`src/rtl/ies_pkg.sv`:
```
// Shared types and constants for the image exposure scorer.
// No dependencies; imported by every module of the block except ies_ram.
package ies_pkg;

    // gray level format
    localparam int GRAY_LEVELS = 256;
    localparam int GRAY_W      = 8;
    localparam int SUM3_W      = 10;    // red + green + blue
    // floor(x / 3) as (x * 683) >> 11, exact for x below 2048
    localparam int RECIP_3     = 683;
    localparam int RECIP_SHIFT = 11;

    // score format: signed, 10 fraction bits
    localparam int SCORE_W   = 12;
    localparam int SCORE_ONE = 1024;

    // serial multiply / divide unit
    localparam int STEP_W = 6;

    typedef enum logic {
        MDU_MUL,
        MDU_DIV
    } t_mdu_op;

    typedef struct packed {
        logic                start;
        t_mdu_op             op;
        logic [STEP_W-1:0]   steps;
    } t_mdu_req;

endpackage

```
`src/rtl/ies_mdu.sv`:
```
// Serial multiply / divide unit: one shift-add or compare-subtract per cycle.
// Depends on ies_pkg for the request struct and operation codes.
module ies_mdu
    import ies_pkg::*;
#(
    parameter int W = 50
) (
    input  logic         i_clk,
    input  logic         i_rst_n,
    input  t_mdu_req     i_req,
    input  logic [W-1:0] i_a,
    input  logic [W-1:0] i_b,
    output logic         o_done,
    output logic [W-1:0] o_res
);

    logic              r_busy;
    logic              r_done;
    logic [STEP_W-1:0] r_left;
    t_mdu_op           r_op;
    logic [W-1:0]      r_acc;
    logic [W-1:0]      r_x;
    logic [W-1:0]      r_y;

    logic [W-1:0] add_res;
    logic [W-1:0] sub_res;
    logic         ge;

    assign add_res = r_acc + r_x;
    assign sub_res = r_acc - r_x;
    assign ge      = (r_acc >= r_x);

    // load on start, then step until the count runs out
    always_ff @(posedge i_clk) begin
        if (!i_rst_n) begin
            r_busy <= 1'b0;
            r_done <= 1'b0;
            r_left <= '0;
            r_op   <= MDU_MUL;
        end else begin
            r_done <= 1'b0;
            if (i_req.start) begin
                r_busy <= 1'b1;
                r_left <= i_req.steps;
                r_op   <= i_req.op;
                unique case (i_req.op)
                    MDU_MUL: begin
                        r_acc <= '0;
                        r_x   <= i_a;
                        r_y   <= i_b;
                    end
                    MDU_DIV: begin
                        r_acc <= i_a;
                        r_x   <= i_b;
                        r_y   <= '0;
                    end
                    default: begin
                        r_acc <= '0;
                        r_x   <= '0;
                        r_y   <= '0;
                    end
                endcase
            end else if (r_busy) begin
                r_left <= r_left - STEP_W'(1);
                if (r_left == STEP_W'(1)) begin
                    r_busy <= 1'b0;
                    r_done <= 1'b1;
                end
                unique case (r_op)
                    MDU_MUL: begin
                        if (r_y[0]) begin
                            r_acc <= add_res;
                        end
                        r_x <= {r_x[W-2:0], 1'b0};
                        r_y <= {1'b0, r_y[W-1:1]};
                    end
                    MDU_DIV: begin
                        if (ge) begin
                            r_acc <= sub_res;
                        end
                        r_y <= {r_y[W-2:0], ge};
                        r_x <= {1'b0, r_x[W-1:1]};
                    end
                    default: begin
                        r_x <= r_x;
                    end
                endcase
            end
        end
    end

    assign o_done = r_done;
    assign o_res  = (r_op == MDU_MUL) ? r_acc : r_y;

    a_start_idle: assert property (@(posedge i_clk) disable iff (!i_rst_n)
        i_req.start |-> !r_busy)
        else $error("mdu started while busy");

endmodule

```
`config.mk`:
```
export PLATFORM = sky130hd
export DESIGN_NAME = ies_mdu
export DESIGN_NICKNAME = d
export VERILOG_FILES = /design/src/rtl/ies_pkg.sv /design/src/rtl/ies_mdu.sv
export SDC_FILE = /design/constraint.sdc
export NUM_CORES = 1
export LEC_CHECK = 0
export BUFFER_PORTS_ARGS = -buffer_cell sky130_fd_sc_hd__buf_2
export CORE_ASPECT_RATIO = 0.5
export CORE_MARGIN = 4
export CORE_UTILIZATION = 45
export DETAILED_ROUTE_END_ITERATION = 7
export GPL_ROUTABILITY_DRIVEN = 0
export PLACE_DENSITY = 0.63
export SLEW_MARGIN = 30
export SYNTH_ARGS = -nofsm -noshare
export SYNTH_HDL_FRONTEND = slang
export SYNTH_SLANG_ARGS = --single-unit
```
`constraint.sdc`:
```
create_clock -name i_clk -period 5.7 [get_ports i_clk]
set_clock_uncertainty 0.05 [all_clocks]
set_input_delay 0.855 -clock i_clk [delete_from_list [all_inputs] [get_ports i_clk]]
set_output_delay 0.855 -clock i_clk [all_outputs]
set_load 0.05 [all_outputs]
```
==> results.md, run 1 <==
* Final-report setup violation count at 0
* M2 GR Usage at 38.8%
* Core Area at 30600 um^2
* CP max-delay cell: a221oi_1
* Synth Area in Compound Gates at 26.0%
* Drt pass-1 iters at 5
* Met3 Resource Use GR at 5.20%
* Port-buffer cells at 160
* Sequential Power Share at 34.0%
* Simple-Gate Fraction of Synth Area at 15.1%
* Asr flop ratio synth at 0%
* Syn_area_per_cell at 8.43 um^2
* Layout cell share with drive strength beyond 1 at 15.8%
* Post-CTS setup repair buffer count at 0
* Post-CTS sizing at 0
* Largest net degree at the start of global routing at 65
* Largest family of logic cells by synthesized area: compound AO/OA/AOI/OAI gates
* Critical path depth in cells at 13
* Root Driver: clkbuf_16
* Final nets at 1981
* Fill count at 3060
* Hold Path Depth at 2
* # diodes at 0
* CP cell instances: ha_1, nor2b_1, o31a_1, o311ai_1, a21o_1, nand2_1, a221oi_1, o21ai_1, nand4_1, a31oi_1, a2111o_1, a32o_2, buf_4
* Routed Antenna Nets at 0
* Mux cell area share after synthesis at 7.86%
* Crit Path Class: reg2reg
* Fmax at 228 MHz
* Cts-stage hold buffer count at 0
* Dpl cells at 2172
* Worst-path clk slew at 0.07 ns
* Max clock buf depth at 2
* Via density at 6.14
* Die ar. at 34500 um^2
* Avg WL per Cell at 20.8 um
* Min Tclk post-route at 4.39 ns
* NetSw at 1.86 mW
* DR vias at 13.5k
* Pwr dens at 288 nW/um^2
* Synth Area in Adders at 9.22%
* CP arrival at 4.48 ns
* Worst-case reg-to-reg path depth at 13
* Skew-Pair Late Insertion Delay at 0.46 ns
* Footprint of the multi-input gates at 8700 um^2
* Initial Util at 46.2%
* P_leak at 6.26 nW
* Post-Syn Area at 14100 um^2
* Synth Flop Type: edfxtp_1
* Grt peak-use layer: met2
* Die width at 259 um
* CTS sink count at 159
* Combinational power share at 42.0%
* CP bufs+invs at 1
* HP Class: reg2reg
* Fraction of synthesized cell area in xor and xnor cells at 3.16%
* Sw Ratio at 41.0%
* EDFF count, synth at 150
* Register area at 4690 um^2
* Mapped Cells at 1678
* WP data required at 5.79 ns
* Worst setup EP type: flip-flop
* Vias in the first global route at 12.6k
* Synth Register Bits at 159
* Max FO, Critical Path at 36
* Starting DRC count in detailed routing at 1423
* TNS Setup at 0 ns
* Total track usage at 25.8%
* Global-route wire length before repair at 71.2 mm
* Worst-margin pin slew at 0.982 ns
* Delay-heaviest family, CP: compound AO/OA/AOI/OAI gates
* Sequential share of the synthesized area at 33.1%
* Drc violations at 0
* Critical path startpoint category: flip-flop
* CTS buffer count at 17
* I/O pins at 161
* Mapped Nets at 1891
* Post-DP HPWL at 33.7 mm
* CP peak stage delay at 0.53 ns
* Clock power frac at 24.0%
* Die Ht at 133 um
* RSZ-0062 raised after global routing: false
* Final Non-Filler Cells at 2204
* Hold WS at 0.484 ns
* Pins Over Slew Limit at 0
* Ys Warns at 0
* Final WL at 45.7 mm
* Worst relative slew slack at 34.4%
* TritonCTS clock tree: done
* Gr ovfl total at 0
* Row count at 45
* Final Cycle Share at 77.0%
* Status: completed
* Max VDD drop at 0.000244 V
* Layout area overhead at 11.5%
* M1 GR Usage at 38.5%
* Max-Cap Viols at 0
* Synth unique cells at 72
* Post-layout util at 51.5%
* Int Power at 2.68 mW
* Hold Fails Final Rpt at 0
* H-tree depth at 4
* Initial antenna violation count at 0
cells in the mapped netlist, drive strengths merged (9+ instances only):
cell	n	area share (%)
a2111oi	9	0.60
a211oi	12	0.64
a21o	11	0.58
a21oi	132	4.7
a221o	27	1.9
a22oi	44	2.3
a31oi	11	0.49
buf	23	0.67
clkbuf	83	2.2
dfxtp	9	1.3
edfxtp	150	32
ha	101	8.9
inv	100	2.7
mux2	48	3.8
mux2i	57	4.0
nand2	223	5.9
nand3	25	0.88
nand4	18	0.80
nor2	112	3.0
nor2b	20	0.88
nor3	29	1.0
nor4	14	0.62
o21a	13	0.69
o21ai	185	6.5
o21bai	23	1.2
o31ai	25	1.3
or3	10	0.44
xnor2	44	2.7
state kept, by name (all words and copies together) (netlist names):
register and cells:
r_op 1, r_y 50, r_left 6, r_busy 1, r_acc 50, o_done 1
r_x 50
layer usage:
| layer | up-vias | wire length (um) | part of all wire (%) |
|---|---|---|---|
| met5 | - | 0 | 0 |
| met4 | 0 | 548 | 1.2 |
| met3 | 42 | 3520 | 7.7 |
| met2 | 591 | 19900 | 44 |
| met1 | 6525 | 21700 | 47 |
| li1 | 6370 | - | - |
cells in the final DEF (no fill, tap or decap), types with 10 or more instances in the layout:
cell       synthesis  layout
a211oi_1          12      12
a21o_1            11      11
a21oi_1          130     130
a221o_1           27      27
a22oi_1           44      44
a31oi_1           11      11
buf_2              7     159
buf_4              0      18
clkbuf_16          0      17
edfxtp_1         150     150
ha_1             101     101
inv_1             93      93
mux2_2            48      48
mux2i_1           57      57
nand2_1          223     223
nand3_1           25      25
nand4_1           18      18
nor2_1           112     109
nor2b_1           20      20
nor3_1            29      29
nor4_1            14      14
o21a_1            13      12
o21ai_0          158     158
o21ai_1           27      27
o21bai_1          22      22
o31ai_1           25      25
or3_1             10      10
xnor2_1           44      44
stage by stage:
step | setup slack (ns) | cell area, um^2 | power (mW)
finish | 1.31 | 15800 | 4.55
global placement | 1.45 | 15200 | 3.43
global route | 1.05 | 15800 | 4.78
CTS | 1.32 | 15800 | 4.52
floorplan | 1.45 | 14100 | 2.92
detailed placement | 1.35 | 15200 | 3.43
cell families after synthesis:
logic type               Yosys count
buffers and inverters            208
adder cells (fa/ha/maj)          103
XOR/XNOR                          51
flip-flops                       159
multiplexers                     105
AO/OA/AOI/OAI                    569
AND/OR/NAND/NOR                  483
worst paths after layout:
kind / slack [ns] / startpoint / to
max: 1.31 / r_acc[2]$_DFFE_PP_ / r_acc[15]$_DFFE_PP_
min: 0.48 / r_left[5]$_SDFFE_PN0N_ / r_busy$_SDFF_PN0_
max reg2reg: 1.31 / r_acc[2]$_DFFE_PP_ / r_acc[15]$_DFFE_PP_
min reg2reg: 0.48 / r_left[5]$_SDFFE_PN0N_ / r_busy$_SDFF_PN0_
power by group through the flow:
stage / Clock, mW / Combinational (mW) / Sequential (mW)
after floorplan: 0 / 1.40 / 1.53
after global placement: 0 / 1.86 / 1.57
after detailed placement: 0 / 1.86 / 1.57
after CTS: 1.10 / 1.87 / 1.55
after global routing: 1.15 / 2.08 / 1.56
final: 1.09 / 1.91 / 1.55
worst register-to-register path: stages, from the launching register on:
cell and delay [ns]:
edfxtp_1 0.42, ha_1 0.40, nor2b_1 0.18, o31a_1 0.28, o311ai_1 0.37, a21o_1 0.16
nand2_1 0.06, a221oi_1 0.53, o21ai_1 0.22, nand4_1 0.14, a31oi_1 0.09, a2111o_1 0.37
a32o_2 0.40, buf_4 0.37
area by class of cell:
cell class              count  share of cell area (%)
clock inverters             9                   0.389
flip-flops and latches    159                    29.7
repair buffers            177                    5.90
well taps                 423                    3.36
inverters                 102                    2.43
multi-input cells        1311                    55.2
clock buffers              23                    3.03
Power figures use the tool's default switching activity.
==> run 2: changes to the inputs <==
==> constraint.sdc (replaced) <==
create_clock -name i_clk -period 4.25 [get_ports i_clk]
set_clock_uncertainty 0.05 [all_clocks]
set_input_delay 0.6375 -clock i_clk [delete_from_list [all_inputs] [get_ports i_clk]]
set_output_delay 0.6375 -clock i_clk [all_outputs]
set_load 0.05 [all_outputs]
==> run 2 against run 1 <==
  * Die area stayed put
  * Flip-flop and latch count stayed put
  * Sequential share of layout area is 0.37 points lower
  * Final area is 1.3% higher
  * Critical path type unchanged
  * Largest cell class unchanged
  * Largest power group unchanged
==> results.md, run 2 (synthesis results as in run 1) <==
* Row count at 45 (unchanged)
* Delay-heaviest family, CP: compound AO/OA/AOI/OAI gates
* Die Ht at 133 um (unchanged)
* Root Driver: clkbuf_16
* Initial antenna violation count at 0 (unchanged)
* Pins Over Slew Limit at 0 (unchanged)
* Drc violations at 0 (unchanged)
* Core Area at 30600 um^2 (unchanged)
* Largest net degree at the start of global routing at 140 (+120%)
* Int Power at 3.81 mW (+42%)
* Worst setup EP type: flip-flop
* Worst path most repeated cell: o31ai_1
* Vias in the first global route at 12.8k (+1.3%)
* Worst-margin pin slew at 1.02 ns (+0.0409 ns)
* Layout cell share with drive strength beyond 1 at 16.1% (+0.36 points)
* Commonest non-fill, non-tap cells in the layout: nand2_1 (223), buf_2 (159), o21ai_0 (158), edfxtp_1 (150), a21oi_1 (130)
* Global-route wire length before repair at 72.4 mm (+1.7%)
* Critical path startpoint category: flip-flop
* Combinational power share at 41.3% (-0.7 points)
* # diodes at 0 (unchanged)
* Clock power frac at 26.0% (+2.0 points)
* Avg WL per Cell at 20.9 um (+0.84%)
* Final Cycle Share at 94.0% (+17 points)
* WP data required at 4.38 ns (-1.41 ns)
* CP cell instances: ha_1, fa_1, nor2b_1, or3_1, a211o_1, a21oi_2, o31ai_1, a221o_1, a2111oi_0, a221oi_1, o31ai_1, xnor2_1, o21ai_1
* TNS Setup at 0 ns (unchanged)
* Worst relative slew slack at 31.6% (-2.7 points)
* Post-layout util at 52.1% (+0.65 points)
* RSZ-0062 raised after global routing: false
* CP peak stage delay at 0.52 ns (about the same)
* DR vias at 13.7k (+1.1%)
* Final WL at 46.3 mm (+1.3%)
* Max-Cap Viols at 0 (unchanged)
* I/O pins at 161 (unchanged)
* NetSw at 2.52 mW (+35%)
* Final nets at 1991 (+0.50%)
* Cts-stage hold buffer count at 0 (unchanged)
* CTS buffer count at 17 (unchanged)
* Crit Path Class: reg2reg
* Post-DP HPWL at 33.7 mm (-0.16%)
* Initial Util at 46.2% (unchanged)
* Hold WS at 0.352 ns (-0.131 ns)
* Skew-Pair Late Insertion Delay at 0.46 ns (about the same)
* HP Class: in2reg
* Port-buffer cells at 160 (unchanged)
* P_leak at 6.36 nW (+1.7%)
* Dpl ws at 0.244 ns (-1.11 ns)
* Max FO, Critical Path at 4 (-89%)
* CP arrival at 4.13 ns (-0.35 ns)
* Pwr dens at 396 nW/um^2 (+37%)
* Max clock buf depth at 2 (unchanged)
* Min Tclk post-route at 4.00 ns (-0.392 ns)
* CP max-delay cell: a2111oi_0
* PnR worst setup slack at 0.254 ns (-1.06 ns)
* Fill count at 2960 (-3.3%)
* Fmax at 250 MHz (+9.8%)
* Hold Fails Final Rpt at 0 (unchanged)
* H-tree depth at 4 (unchanged)
* Sequential Power Share at 32.7% (-1.3 points)
* CTS sink count at 159 (unchanged)
* Biggest regs: r_acc x50, r_x x50, r_y x50
* Pwr Total at 6.33 mW (+39%)
* Drt pass-1 iters at 6 (+1)
* CP bufs+invs at 0 (-1)
* Max VDD drop at 0.000315 V (+29%)
* Gr ovfl total at 0 (unchanged)
* Sw Ratio at 39.8% (-1.2 points)
* Worst-path clk slew at 0.07 ns (about the same)
* Total track usage at 26.1% (+0.29 points)
* Status: completed
* Layout area overhead at 12.9%
* Final-report setup violation count at 0 (unchanged)
* Die width at 259 um (unchanged)
* Die ar. at 34500 um^2 (unchanged)
* TritonCTS clock tree: done
* Routed Antenna Nets at 0 (unchanged)
* Starting DRC count in detailed routing at 1688 (+19%)
* Commonest non-fill, non-tap cell in the layout: nand2_1
* Via density at 6.18 (+0.62%)
==> run 2: cell type report <==
| class | count | area (um^2) | share of cell area [%] |
|---|---|---|---|
| sequential | 159 | 4690 | 29.4 |
| inverter | 102 | 383 | 2.40 |
| clock buffer | 26 | 489 | 3.06 |
| tap | 423 | 529 | 3.31 |
| multi-input combinational | 1311 | 8700 | 54.5 |
| clock inverter | 6 | 108 | 0.674 |
| timing repair buffer | 187 | 1070 | 6.69 |
==> run 2: routing by layer <==
layer  track usage [%]  up-vias  wire, um
met1              39.3     6636     21900
met5                 0        -         0
met4              4.76        0       404
li1                  -     6389         -
met3              4.98       29      4060
met2              39.2      619     20000
==> run 2: power groups by stage <==
stage          registers [mW]  clock network, mW  logic (mW)
2_1_floorplan            2.05                  0        1.87
3_3_place_gp             2.09                  0        2.54
6_report                 2.07               1.65        2.61
3_5_place_dp             2.10                  0        2.54
4_1_cts                  2.06               1.66        2.56
5_1_grt                  2.08               1.73        2.83
==> run 2: worst paths after layout <==
path / from / to / slack [ns] / cells after the start
worst max-delay path: r_x[0]$_DFFE_PP_ / r_acc[38]$_DFFE_PP_ / 0.25 / 13
worst min register to register: r_left[5]$_SDFFE_PN0N_ / r_busy$_SDFF_PN0_ / 0.49 / 2
worst max register to register: r_x[0]$_DFFE_PP_ / r_acc[38]$_DFFE_PP_ / 0.25 / 13
worst min-delay path: i_req[0] / r_left[0]$_SDFFE_PN0N_ / 0.35 / 2
==> run 2: timing repair <==
action / CTS / global route
buffers inserted: 0 / 0
setup endpoints to repair: 0 / 1
resized for setup: 0 / 1
==> run 2: per-stage QoR <==
step                      area [um^2]  std cells
after floorplan                 14100       1678
after global placement          15400       2182
after detailed placement        15400       2182
after CTS                       16000       2214
after global routing            16000       2214
final                           16000       2214
==> run 3: changes to the inputs <==
--- a/config.mk
+++ b/config.mk
@@ -12,6 +12,7 @@
 export DETAILED_ROUTE_END_ITERATION = 7
 export GPL_ROUTABILITY_DRIVEN = 0
 export PLACE_DENSITY = 0.63
+export SETUP_SLACK_MARGIN = 0.3
 export SLEW_MARGIN = 30
 export SYNTH_ARGS = -nofsm -noshare
 export SYNTH_HDL_FRONTEND = slang
==> run 3 against run 2 <==
  * Via count is essentially flat
  * Non-clock buffer count grew 4
  * Count of clock-buffer cells in the layout shrank 3
  * Total power down 2.0%
  * Sequential share of layout area decreased by 0.089 points
  * Die area did not move
  * Wire length up 0.82%
  * Largest cell class unchanged
==> results.md, run 3 (synthesis results as in run 1) <==
* Layout area overhead at 13.3%
* Root Driver: clkbuf_16
* Total track usage at 26.2% (+0.11 points)
* Hold WS at 0.351 ns (-0.00100 ns)
* Hold Fails Final Rpt at 0 (unchanged)
* Max FO, Critical Path at 3 (-1)
* Final Non-Filler Cells at 2218 (+0.18%)
* Pins Over Slew Limit at 0 (unchanged)
* Drc violations at 0 (unchanged)
* Clock power frac at 24.1% (-1.9 points)
* Pwr dens at 387 nW/um^2 (-2.3%)
* Int Power at 3.66 mW (-3.9%)
* Dpl cells at 2184 (+0.092%)
* Largest net degree at the start of global routing at 132 (-5.7%)
* Footprint of the multi-input gates at 8770 um^2 (+0.78%)
* Register area at 4690 um^2 (unchanged)
* Max clock buf depth at 2 (unchanged)
* Final Cycle Share at 90.6% (-3.5 points)
* CP cell instances: ha_1, fa_1, nor2b_1, or3_1, a211o_1, a41oi_1, o21a_1, o21ai_1, a211oi_2, o21ai_0, a31o_1, a32o_1
* Combinational power share at 42.5% (+1.2 points)
* NetSw at 2.54 mW (+0.94%)
* Sw Ratio at 41.0% (+1.2 points)
* Hold path start: i_req[3]
* Reg2reg start: r_acc[0]$_DFFE_PP_
* Worst setup EP type: flip-flop
* Drt pass-1 iters at 6 (unchanged)
* HP Class: in2reg
* Final WL at 46.7 mm (+0.82%)
* Crit Path Class: reg2reg
* RSZ-0062 raised after global routing: true
* Commonest non-fill, non-tap cell in the layout: nand2_1
* Sequential Power Share at 33.3% (+0.6 points)
* Initial antenna violation count at 0 (unchanged)
* # diodes at 0 (unchanged)
* TritonCTS clock tree: done
* Min Tclk post-route at 3.85 ns (-0.148 ns)
* P_leak at 6.37 nW (+0.17%)
* Vias in the first global route at 12.7k (-0.92%)
* Post-layout util at 52.3% (+0.16 points)
* Worst-path clk slew at 0.07 ns (about the same)
* Routed Antenna Nets at 0 (unchanged)
* WP data required at 4.41 ns (+0.03 ns)
* Core Area at 30600 um^2 (unchanged)
* Delay-heaviest family, CP: compound AO/OA/AOI/OAI gates
* Final-report setup violation count at 0 (unchanged)
* Port-buffer cells at 160 (unchanged)
* CP max-delay cell: fa_1
* Gr ovfl total at 0 (unchanged)
* Die width at 259 um (unchanged)
* Row count at 45 (unchanged)
* Global-route wire length before repair at 72.3 mm (-0.12%)
* CTS buffer count at 17 (unchanged)
* Max-Cap Viols at 0 (unchanged)
* Starting DRC count in detailed routing at 1463 (-13%)
* CP bufs+invs at 0 (unchanged)
* I/O pins at 161 (unchanged)
* TNS Setup at 0 ns (unchanged)
* Max VDD drop at 0.000321 V (+1.9%)
* Layout cell share with drive strength beyond 1 at 17.1% (+0.97 points)
* Die ar. at 34500 um^2 (unchanged)
* Status: completed
* Die Ht at 133 um (unchanged)
* H-tree depth at 4 (unchanged)
* Worst-margin pin slew at 0.990 ns (-0.0328 ns)
* Critical path startpoint category: flip-flop
* CP arrival at 4.01 ns (-0.12 ns)
* Post-DP HPWL at 34.1 mm (+1.4%)
* CTS sink count at 159 (unchanged)
* Worst relative slew slack at 33.8% (+2.2 points)
* Avg WL per Cell at 21.1 um (+0.64%)
* Initial Util at 46.2% (unchanged)
* Fill count at 2966 (+0.20%)
* Biggest regs: r_acc x50, r_x x50, r_y x50
* CP peak stage delay at 0.40 ns (-0.12 ns)
* Worst setup path start: r_acc[0]$_DFFE_PP_
* Via density at 6.16 (-0.22%)
* Cts-stage hold buffer count at 0 (unchanged)
* Fmax at 260 MHz (+3.8%)
* Commonest non-fill, non-tap cells in the layout: nand2_1 (223), buf_2 (159), o21ai_0 (158), edfxtp_1 (150), a21oi_1 (129)
* DR vias at 13.7k (-0.044%)
* Skew-Pair Late Insertion Delay at 0.45 ns (about the same)
* Final nets at 1995 (+0.20%)
==> run 3: changes by cell type in the layout (fill, tap and decap cells not counted), moves of 3 or more <==
cell and delta:
bufinv_16 -3, buf_4 +4, clkinv_4 +3, clkbuf_1 -3
clkinv_2 +3
==> run 3: power groups by stage <==
stage,logic (mW),registers (mW),clock network (mW)
3_3_place_gp,2.54,2.09,0
5_1_grt,2.86,2.08,1.58
4_1_cts,2.56,2.06,1.50
3_5_place_dp,2.54,2.10,0
2_1_floorplan,1.87,2.04,0
6_report,2.64,2.07,1.50
==> run 3: path summary, 6_finish.rpt <==
| path | endpoint | slack (ns) | cells after the start |
|---|---|---|---|
| setup / recovery | r_acc[40]$_DFFE_PP_ | 0.40 | 12 |
| hold reg to reg | r_busy$_SDFF_PN0_ | 0.49 | 2 |
| hold / removal | r_left[3]$_SDFFE_PN0N_ | 0.35 | 2 |
| setup reg to reg | r_acc[40]$_DFFE_PP_ | 0.40 | 12 |
==> run 3: final cells by class <==
type                    count  area share, %
clock buffers              23           3.05
clock inverters             9          0.367
inverters                 102           2.39
multi-input cells        1311           54.8
flip-flops and latches    159           29.3
well taps                 423           3.30
repair buffers            191           6.86
==> run 3: repair_timing <==
item | in CTS | in global routing
endpoints found under the setup margin | 0 | 60
resized for setup | 0 | 15
setup buffers | 0 | 2
==> run 3: per-stage QoR <==
step                      power [mW]  setup slack [ns]  area (um^2)
final                           6.20             0.402        16000
after global routing            6.52             0.256        16000
after CTS                       6.13             0.305        15900
after detailed placement        4.64             0.317        15400
after global placement          4.63             0.413        15400
after floorplan                 3.92             0.612        14100
==> run 3: worst reg2reg max path: cells and delay by family, from the launching register on <==
family	cells	cell delay, ns
compound gates	8	2.04
fa+ha+maj	2	0.64
simple gates	2	0.50
flops	1	0.39
==> run 3: routing by layer <==
layer / track usage, % / part of all wire [%]
met5: 0 / 0
met4: 4.67 / 0.94
met2: 39.0 / 43
met3: 5.70 / 8.5
met1: 39.4 / 47
